<file path="config.mk">
export PLATFORM = sky130hd
export DESIGN_NAME = utf8_cyrillic_to_byte_code
export DESIGN_NICKNAME = d
export VERILOG_FILES = /design/src/hdl/utfcyr_pkg.sv /design/src/hdl/utfcyr_pair_dec.sv /design/src/hdl/utf8_cyrillic_to_byte_code.sv
export VERILOG_INCLUDE_DIRS = /design/src /design/src/hdl
export SDC_FILE = /design/constraint.sdc
export NUM_CORES = 1
export LEC_CHECK = 0
export BUFFER_PORTS_ARGS = -buffer_cell sky130_fd_sc_hd__buf_2
export CAP_MARGIN = 0
export CORE_MARGIN = 4
export CORE_UTILIZATION = 30
export CTS_CLUSTER_SIZE = 24
export DETAILED_ROUTE_END_ITERATION = 8
export PLACE_DENSITY = 0.47
export SYNTH_ARGS = -nofsm -noshare
export SYNTH_HDL_FRONTEND = slang
export SYNTH_SLANG_ARGS = --single-unit
</file>
<file path="constraint.sdc">
create_clock -name clk -period 4 [get_ports clk]
set_clock_uncertainty 0.1 [all_clocks]
set_input_delay 0.6 -clock clk [delete_from_list [all_inputs] [get_ports clk]]
set_output_delay 0.6 -clock clk [all_outputs]
set_load 0.1 [all_outputs]
</file>
<file path="src/hdl/assert_macros.svh">
// Assertion macros used by the top-level RTL file of the Cyrillic byte code converter.
// Depends on nothing; the checks compile away when SYNTH is defined.
`ifndef ASSERT_MACROS_SVH
`define ASSERT_MACROS_SVH

`ifndef SYNTH

// Checks that a property holds at every rising edge outside reset.
`define ASSERT_ALWAYS(lbl, clk, rst_n, prop) \
  lbl: assert property (@(posedge clk) disable iff (!rst_n) (prop)) \
    else $error("assertion failed");

// Checks that a condition never holds at a rising edge outside reset.
`define ASSERT_NEVER(lbl, clk, rst_n, cond) \
  lbl: assert property (@(posedge clk) disable iff (!rst_n) !(cond)) \
    else $error("forbidden condition seen");

`else

`define ASSERT_ALWAYS(lbl, clk, rst_n, prop)
`define ASSERT_NEVER(lbl, clk, rst_n, cond)

`endif

`endif

</file>
<file path="src/hdl/utfcyr_pkg.sv">
// Types, constants and the letter table of the Cyrillic byte code converter.
// Used by utfcyr_pair_dec and utf8_cyrillic_to_byte_code; depends on nothing.
`default_nettype none

package utfcyr_pkg;

  // Input word: one raw byte of the UTF-8 stream.
  typedef struct packed {
    logic [7:0] in_byte;
    logic       in_last;
  } in_word_t;

  // Output word: one converted or passed-through byte.
  typedef struct packed {
    logic [7:0] out_byte;
    logic       out_converted;
    logic       out_last;
  } out_word_t;

  // Lead bytes of the two Cyrillic UTF-8 pages.
  localparam logic [7:0] LEAD_LOW  = 8'hD0;
  localparam logic [7:0] LEAD_HIGH = 8'hD1;

  // Tail payloads that encode IO on each page, and the tail that bounds
  // the letters: at or above it on the low page, below it on the high page.
  localparam logic [5:0] TAIL_IO_LOW  = 6'h01;
  localparam logic [5:0] TAIL_IO_HIGH = 6'h11;
  localparam logic [5:0] TAIL_SPLIT   = 6'h10;

  localparam logic [7:0] CODE_IO  = 8'd198;
  localparam logic [7:0] CODE_MIN = 8'd192;
  localparam logic [7:0] CODE_MAX = 8'd224;

  // Code of each letter by its offset from A, case folded.
  localparam logic [7:0] LETTER_CODE [0:31] = '{
    8'd192, 8'd193, 8'd194, 8'd195, 8'd196, 8'd197, 8'd199, 8'd200,
    8'd201, 8'd202, 8'd203, 8'd204, 8'd205, 8'd206, 8'd207, 8'd208,
    8'd209, 8'd210, 8'd211, 8'd212, 8'd213, 8'd215, 8'd216, 8'd214,
    8'd217, 8'd218, 8'd221, 8'd220, 8'd219, 8'd222, 8'd223, 8'd224
  };

  // Output queue geometry: one item may push two words.
  localparam int FIFO_DEPTH = 4;
  localparam int PTR_W      = $clog2(FIFO_DEPTH);
  localparam int CNT_W      = $clog2(FIFO_DEPTH + 1);

endpackage

`default_nettype wire

</file>
<file path="src/hdl/utfcyr_pair_dec.sv">
// Combinational decoder of a UTF-8 lead and tail byte into a letter code.
// Depends on utfcyr_pkg for the lead bytes, the tail constants and the table.
`default_nettype none

module utfcyr_pair_dec (
  input  logic [7:0] lead,
  input  logic [7:0] tail,
  output logic       hit,
  output logic [7:0] code
);

  logic [5:0] tail_bits;
  logic [4:0] letter_idx;

  assign tail_bits = tail[5:0];
  // Offset from A: both pages and both cases reduce to the tail minus 16, mod 32.
  assign letter_idx = {~tail_bits[4], tail_bits[3:0]};

  // Match the pair against the Cyrillic letter ranges of both pages.
  always_comb begin
    hit  = 1'b0;
    code = 8'd0;
    if (tail[7:6] == 2'b10) begin
      if (lead == utfcyr_pkg::LEAD_LOW) begin
        if (tail_bits == utfcyr_pkg::TAIL_IO_LOW) begin
          hit  = 1'b1;
          code = utfcyr_pkg::CODE_IO;
        end else if (tail_bits >= utfcyr_pkg::TAIL_SPLIT) begin
          hit  = 1'b1;
          code = utfcyr_pkg::LETTER_CODE[letter_idx];
        end
      end else if (lead == utfcyr_pkg::LEAD_HIGH) begin
        if (tail_bits == utfcyr_pkg::TAIL_IO_HIGH) begin
          hit  = 1'b1;
          code = utfcyr_pkg::CODE_IO;
        end else if (tail_bits < utfcyr_pkg::TAIL_SPLIT) begin
          hit  = 1'b1;
          code = utfcyr_pkg::LETTER_CODE[letter_idx];
        end
      end
    end
  end

endmodule

`default_nettype wire

</file>
<file path="src/hdl/utf8_cyrillic_to_byte_code.sv">
// Top level of the UTF-8 Cyrillic letter to one-byte code converter.
// Depends on utfcyr_pkg, utfcyr_pair_dec and assert_macros.svh.
//
//   channel | direction | word type  | accepted when
//   --------+-----------+------------+---------------------------
//   in_     | input     | in_word_t  | in_valid and not in_stall
//   out_    | output    | out_word_t | out_valid and not out_stall
//
// One input word is taken per cycle while in_stall is low; its zero, one or two
// output words are written into a four-entry output queue at the same edge
// and drained one per cycle while out_stall is low.
// The input stalls only while the queue holds more than two words.
// Reset (rst_n low, synchronous) empties the queue and drops a held lead byte.
// A stall on the output holds the head word and fills the queue behind it.
`default_nettype none
`include "assert_macros.svh"

module utf8_cyrillic_to_byte_code (
  input  logic                  clk,
  input  logic                  rst_n,
  input  logic                  in_valid,
  output logic                  in_stall,
  input  utfcyr_pkg::in_word_t  in_word,
  output logic                  out_valid,
  input  logic                  out_stall,
  output utfcyr_pkg::out_word_t out_word
);

  logic                              held_valid_r, held_valid_nxt;
  logic [7:0]                        held_byte_r, held_byte_nxt;
  utfcyr_pkg::out_word_t             fifo_r [utfcyr_pkg::FIFO_DEPTH];
  logic [utfcyr_pkg::PTR_W-1:0]      wr_ptr_r, rd_ptr_r;
  logic [utfcyr_pkg::CNT_W-1:0]      count_r, count_nxt;
  logic                              in_acc, out_acc;
  logic                              pair_hit;
  logic [7:0]                        pair_code;
  logic                              is_lead;
  logic [1:0]                        push_n;
  utfcyr_pkg::out_word_t             res0, res1;
  logic                              out_code_ok;

  assign in_acc  = in_valid && !in_stall;
  assign out_acc = out_valid && !out_stall;

  // Pair lookup of the held lead byte with the incoming byte.
  utfcyr_pair_dec u_pair_dec (
    .lead (held_byte_r),
    .tail (in_word.in_byte),
    .hit  (pair_hit),
    .code (pair_code)
  );

  assign is_lead = (in_word.in_byte == utfcyr_pkg::LEAD_LOW) ||
                   (in_word.in_byte == utfcyr_pkg::LEAD_HIGH);

  // Results of the accepted word and the next held lead byte.
  always_comb begin
    res0           = '{out_byte: in_word.in_byte, out_converted: 1'b0,
                       out_last: in_word.in_last};
    res1           = res0;
    push_n         = 2'd0;
    held_valid_nxt = held_valid_r;
    held_byte_nxt  = held_byte_r;
    if (in_acc) begin
      held_valid_nxt = 1'b0;
      held_byte_nxt  = 8'd0;
      if (held_valid_r && pair_hit) begin
        res0   = '{out_byte: pair_code, out_converted: 1'b1,
                   out_last: in_word.in_last};
        push_n = 2'd1;
      end else begin
        // A broken pair first releases the held lead byte unchanged.
        if (held_valid_r) begin
          res0 = '{out_byte: held_byte_r, out_converted: 1'b0, out_last: 1'b0};
        end
        if (is_lead && !in_word.in_last) begin
          held_valid_nxt = 1'b1;
          held_byte_nxt  = in_word.in_byte;
          push_n         = held_valid_r ? 2'd1 : 2'd0;
        end else begin
          push_n = held_valid_r ? 2'd2 : 2'd1;
        end
      end
    end
  end

  // Queue occupancy after this cycle's pushes and pop.
  assign count_nxt = count_r + utfcyr_pkg::CNT_W'(push_n)
                     - utfcyr_pkg::CNT_W'(out_acc);

  // Held lead byte and queue pointers.
  always_ff @(posedge clk) begin
    if (!rst_n) begin
      held_valid_r <= 1'b0;
      held_byte_r  <= 8'd0;
      wr_ptr_r     <= '0;
      rd_ptr_r     <= '0;
      count_r      <= '0;
    end else begin
      held_valid_r <= held_valid_nxt;
      held_byte_r  <= held_byte_nxt;
      wr_ptr_r     <= wr_ptr_r + utfcyr_pkg::PTR_W'(push_n);
      rd_ptr_r     <= rd_ptr_r + utfcyr_pkg::PTR_W'(out_acc);
      count_r      <= count_nxt;
    end
  end

  // Queue storage: up to two words are written at the tail.
  always_ff @(posedge clk) begin
    if (push_n != 2'd0) begin
      fifo_r[wr_ptr_r] <= res0;
    end
    if (push_n == 2'd2) begin
      fifo_r[wr_ptr_r + utfcyr_pkg::PTR_W'(1)] <= res1;
    end
  end

  // Room for two words is needed before an input word is taken.
  assign in_stall  = (count_r > utfcyr_pkg::CNT_W'(utfcyr_pkg::FIFO_DEPTH - 2));
  assign out_valid = (count_r != '0);
  assign out_word  = fifo_r[rd_ptr_r];

  // A converted word always carries a letter code.
  assign out_code_ok = (out_word.out_byte >= utfcyr_pkg::CODE_MIN) &&
                       (out_word.out_byte <= utfcyr_pkg::CODE_MAX);

  `ASSERT_NEVER(a_count_bound, clk, rst_n, count_r > utfcyr_pkg::CNT_W'(utfcyr_pkg::FIFO_DEPTH))
  `ASSERT_ALWAYS(a_last_clears_held, clk, rst_n, (in_acc && in_word.in_last) |=> !held_valid_r)
  `ASSERT_ALWAYS(a_code_range, clk, rst_n, (out_valid && out_word.out_converted) |-> out_code_ok)

endmodule

`default_nettype wire

</file>
**After elaboration in Yosys (flattened, before gate mapping)**

Memories as Yosys holds them, arrays and structs flattened. A register that Yosys moved wholly into a read port is not among the register bits.
Cells that the tools add are included.
Widths: inputs -> output; s select.

- Multipliers: 0
- Bitwise gates (word level): 2
- Shift-type cells: 0
- Reduce and logical (&&, ||, !) cells: 10
- $lt $le $gt $ge: 4
- Divide/modulo/power cells: 0
- Mux-type cells: 33
- $add $sub $neg: 5
- Equal/unequal tests: 8

Operators by type and width:

| kind | count |
|---|---|
| $mux 8 | 11 |
| $eq 8x8->1 const B | 4 |
| $mux 10 | 3 |
| $mux 1 | 14 |
| $mux 2 | 5 |
| $eq 6x1->1 const B | 1 |
| $eq 6x5->1 const B | 1 |
| $ge 6x5->1 const B | 1 |
| $ge 6x6->1 const B | 1 |
| $lt 6x5->1 const B | 1 |
| $not 5->6 | 1 |
| $eq 2x2->1 const B | 2 |
| $logic_and 1x1->1 | 4 |
| $add 3x2->3 | 1 |
| $gt 3x2->1 const B | 1 |
| $logic_not 1->1 | 3 |
| $reduce_bool 3->1 | 1 |
| $sub 3x1->3 | 1 |
| $add 2x1->2 | 1 |
| $add 2x1->2 const B | 1 |
| $add 2x2->2 | 1 |
| $reduce_bool 2->1 | 1 |
| $logic_or 1x1->1 | 1 |
| $not 1->1 | 1 |

- Input bits: 13
- RAM bits: 40
- Memories: 2
- Flip-flop bits (word level): 16
- Logic and storage cells: 69
- Bits in latches: 0
- Output and inout port bits: 12
- Memory bits (read-only): 256

Memories:

| memory | depth | bits a word | read ports | clocked after memory_dff | wr ports | RTL line | source |
|---|---|---|---|---|---|---|---|
| (no name shown) | 32 | 8 | 1 | 0 | 0 | utfcyr_pair_dec.sv:30 | `code = utfcyr_pkg::LETTER_CODE[letter_idx];` |
| fifo_r | 4 | 10 | 1 | 1 | 2 | utf8_cyrillic_to_byte_code.sv:31 | `utfcyr_pkg::out_word_t fifo_r [utfcyr_pkg::FIFO_DEPTH];` |

**Longest topological paths before layout**

- Depth after elaboration: 12
- Mapped depth: 16
- Depth with buffers taken out: 15

**Modules after synthesis**

Synthesis repeated with hierarchy kept, for this count alone.

- Cells, all modules: 296
- Area total of the unflattened synthesis: 3424.5 um^2

By module, submodules not included:

| module | instances | area each (um^2) | cells an instance | seq. area each (um^2) |
|---|---|---|---|---|
| utf8_cyrillic_to_byte_code | 1 | 2924.1 | 225 | 1481.4 |
| utfcyr_pair_dec | 1 | 500.5 | 71 | 0.0 |

**Worst setup path before layout**

OpenSTA, ideal clock, no wires.

- Path type: input to register
- Start point: input port in_word[2] (netlist bit)
- End point: register count_r[2] (netlist bit)
- Buffers on the path: 1
- Data required time: 3.785 ns
- Setup slack: 0.457 ns
- Stages on the path: 16
- Arrival: 3.329 ns
- Library setup time: 0.115 ns
- Cell sequence: clkbuf_1 -> inv_1 -> ha_1 -> or3b_4 -> o21a_2 -> nor2_1 -> a21oi_1 -> nor2_1 -> inv_1 -> ha_1 -> inv_1 -> ha_1 -> fa_1 -> xnor2_1 -> xnor2_1 -> and2_1

- Word-level cells in the longest chain between the ends: 11
- Elaborated cells on any way between the ends: 21
- Those cells by class: add/sub: 2; order compare: 2; eq/ne: 4; mux: 10; reduce/logical: 3

Ends and longest elaborated chain:

| what | RTL line | source |
|---|---|---|
| start, declared | utf8_cyrillic_to_byte_code.sv:23 | `input utfcyr_pkg::in_word_t in_word,` |
| $lt 6x5->1 | utfcyr_pair_dec.sv:36 | `end else if (tail_bits < utfcyr_pkg::TAIL_SPLIT) begin` |
| $mux 1 | utfcyr_pair_dec.sv:36 |  |
| $mux 1 | utfcyr_pair_dec.sv:33 | `if (tail_bits == utfcyr_pkg::TAIL_IO_HIGH) begin` |
| $mux 1 | utfcyr_pair_dec.sv:32 | `end else if (lead == utfcyr_pkg::LEAD_HIGH) begin` |
| $mux 1 | utfcyr_pair_dec.sv:24 | `if (lead == utfcyr_pkg::LEAD_LOW) begin` |
| $mux 1 | utfcyr_pair_dec.sv:23 | `if (tail[7:6] == 2'b10) begin` |
| $logic_and 1x1->1 | utf8_cyrillic_to_byte_code.sv:67 | `if (held_valid_r && pair_hit) begin` |
| $mux 2 * | utf8_cyrillic_to_byte_code.sv:67 |  |
| $mux 2 * | utf8_cyrillic_to_byte_code.sv:64 | `if (in_acc) begin` |
| $add 3x2->3 * | utf8_cyrillic_to_byte_code.sv:88 | `assign count_nxt = count_r + utfcyr_pkg::CNT_W'(push_n)` |
| $sub 3x1->3 * | utf8_cyrillic_to_byte_code.sv:89 | `- utfcyr_pkg::CNT_W'(out_acc);` |
| end signal, assigned | utf8_cyrillic_to_byte_code.sv:104 | `count_r <= count_nxt;` |
| end, declared | utf8_cyrillic_to_byte_code.sv:33 | `logic [utfcyr_pkg::CNT_W-1:0] count_r, count_nxt;` |

Every way passes the cells marked *; elsewhere a longest branch is shown, timed or not.
A chain may end at the register's enable or synchronous reset.

**Worst setup path in the final report**

Ends and elaborated chain as after synthesis.

==> qor.txt <==
Combinational power share: 0.447
CTS sink count: 56
WL met3: 344 um
Via density: 5.36
Max incr delay on CP: 0.40 ns
Sequential area share after synthesis: 0.444
Row count: 38
Routed length on met2: 4.11 mm
Worst Path Buf+Inv: 4
Clock transition at the registers of the reported paths: 0.10 ns
WL met1: 4.13 mm
Die area: 12900 um2
FILL cells: 1111
Syn-to-layout area delta: 9.72%
Synth warn: 0
Synth Cell Area: 3330 um2
FF+latch count, synth: 56
Leakage: 1.30 nW
Initial antenna violation count: 0
Final min period: 3.28 ns
Sw frac: 0.474
Crit path max-delay family: adder cells
Required @ worst endpoint: 4.11 ns
Worst setup path class: in2reg
Largest net degree at the start of global routing: 22
Max IR drop VDD: 0.297 mV
Max Used Layer: met4
Post-Synthesis Cells: 314
Hold_sp: fifo_r[3][1]
Worst-path fanout max: 13
FMAX: 305 MHz
Hold Vio Cnt, Final: 0
Post-Syn Nets: 339
Worst slew pin tran: 0.772 ns
Hold Slack: 0.388 ns
Flop pwr share: 0.385
Routability Congestion: 0.878
Critical Path AT: 3.40 ns
Critical path startpoint category: input port
Reg2reg start: held_byte_r[6]
Vias in the first global route: 2472
Per-cell routed wire length: 18.7 um
Mapped Avg Cell Area: 10.6 um2
Slowest-stage cell, CP: or3b_4
DR DRC count: 0
Htree depth: 2
Status: finished clean
Total global-route track usage: 0.140
Post-CTS Setup Bufs: 0
Port bufs: 24
Final antenna-violating net count: 0
CTS tree: yes
Post-synth cell types: 60
Drt pass-1 iters: 5
Hold WC Path Type: reg2reg
CTS buffer count: 5
Main synth FF type: edfxtp_1
Final wirelength: 8.77 mm
Internal power: 1.04 mW
Vias: 2519
Total of max-cap violations: 0
Initial drt markers: 177
Antenna cells: 0
Die width: 113 um
Share of cells above drive strength 1: 0.197
EDFF count, synth: 36
Core area: 10800 um2
Clk buf depth: 2
Dpl hpwl: 6.52 mm
P_sw: 0.938 mW
Clock power share: 0.168
# IOs: 25
Total grt overflow: 0
Post-CTS Hold Buffers: 0
Setup tns final: 0 ns
Period utilization: 0.821
Initial Utilization: 0.307
Fraction of registers with async set or reset after synthesis: 0
Crit end category: flop
PostCTS Resize Cnt: 0
Final Slew Violations: 0
Final net count: 354
DIE HEIGHT: 113 um
Root Driver: clkbuf_8
Clk_lat worst skew: 0.32 ns
Worst-path cell chain: buf_2 > inv_1 > ha_1 > or3b_4 > o21a_2 > nor2_1 > a21oi_1 > nor2_1 > inv_1 > ha_1 > inv_1 > ha_1 > fa_1 > xnor2_1 > xnor2_1 > and2_1
Slew HR: 0.485
Final setup fails: 0
Reg2reg setup slack: 0.89 ns
RSZ-0062 raised after global routing: no
Power per Cell Area: 541 nW/um2
First-pass GRT wire length: 14.2 mm
CP startpoint: in_word[2]
[layout by cell type, fill, tap and decap left out, types with 4 or more instances in the layout]
master	synthesis	layout
nor2b_1	10	10
mux4_2	10	10
a31oi_1	4	4
nand3_1	7	7
nand2_1	31	31
edfxtp_1	36	36
buf_2	4	24
ha_1	11	11
xnor2_1	4	4
dfxtp_1	20	20
o21ai_0	19	19
a32o_1	8	8
and3_1	5	5
inv_1	11	11
nor2_1	15	15
and2_1	10	10
a22o_1	15	15
a21oi_1	12	12
nor3_1	7	7
nand2b_1	4	4
clkbuf_8	0	5
[flip-flops by register name (all words and copies together) (netlist names)]
register / count
fifo_r: 40
count_r: 3
held_valid_r: 1
held_byte_r: 8
rd_ptr_r: 2
wr_ptr_r: 2
[synth_stat cells, types with 11 or more instances]
cell,count,area (um2)
clkbuf_1,12,45.0
edfxtp_1,36,1080
dfxtp_1,20,400
nor2_1,15,56.3
o21ai_0,19,95.1
inv_1,11,41.3
a22o_1,15,131
a21oi_1,12,60.1
nand2_1,31,116
ha_1,11,138
[cell type report]
type                       count  area (um2)  share of cell area
timing repair buffer          27         143              0.0390
inverter                      11        41.3              0.0113
clock buffer                   5        68.8              0.0188
clock inverter                 3        22.5             0.00616
tap                          140         175              0.0479
multi-input combinational    228        1730               0.472
sequential                    56        1480               0.405
[power groups by stage]
stage | sequential [mW] | combinational [mW] | clock [mW]
2_1_floorplan | 0.720 | 0.799 | 0
3_3_place_gp | 0.779 | 0.889 | 0
3_5_place_dp | 0.781 | 0.890 | 0
4_1_cts | 0.768 | 0.892 | 0.336
5_1_grt | 0.777 | 0.938 | 0.365
6_report | 0.763 | 0.883 | 0.332
[final timing paths]
| kind | end | depth (start not counted) |
|---|---|---|
| worst max-delay path | count_r[2] | 16 |
| worst min-delay path | fifo_r[3][1] | 1 |
| worst max register to register | count_r[2] | 13 |
| worst min register to register | fifo_r[3][1] | 1 |
[cells by family after synthesis]
group	Yosys count	share of synthesized area
flops	56	0.444
buf+inv	30	0.0379
simple gates	112	0.183
compound gates	81	0.182
mux	16	0.0867
xor+xnor	7	0.0184
fa+ha+maj	12	0.0473
[layer usage]
metal / up-vias / GRT usage
li1: 1219 / -
met1: 1216 / 0.200
met2: 72 / 0.224
met3: 12 / 0.0170
met4: 0 / 0.0409
met5: - / 0
[metrics by stage]
step           setup WS (ns)  instances   util  total power [mW]  area (um2)
2_1_floorplan          0.457        314      -              1.52        3330
3_3_place_gp           0.468        462  0.329              1.67        3570
3_5_place_dp           0.386        462  0.329              1.67        3570
4_1_cts                0.708        470  0.337              2.00        3660
5_1_grt                0.482        470  0.337              2.08        3660
6_report               0.718        470  0.337              1.98        3660
(Power assumes the default switching activity.)
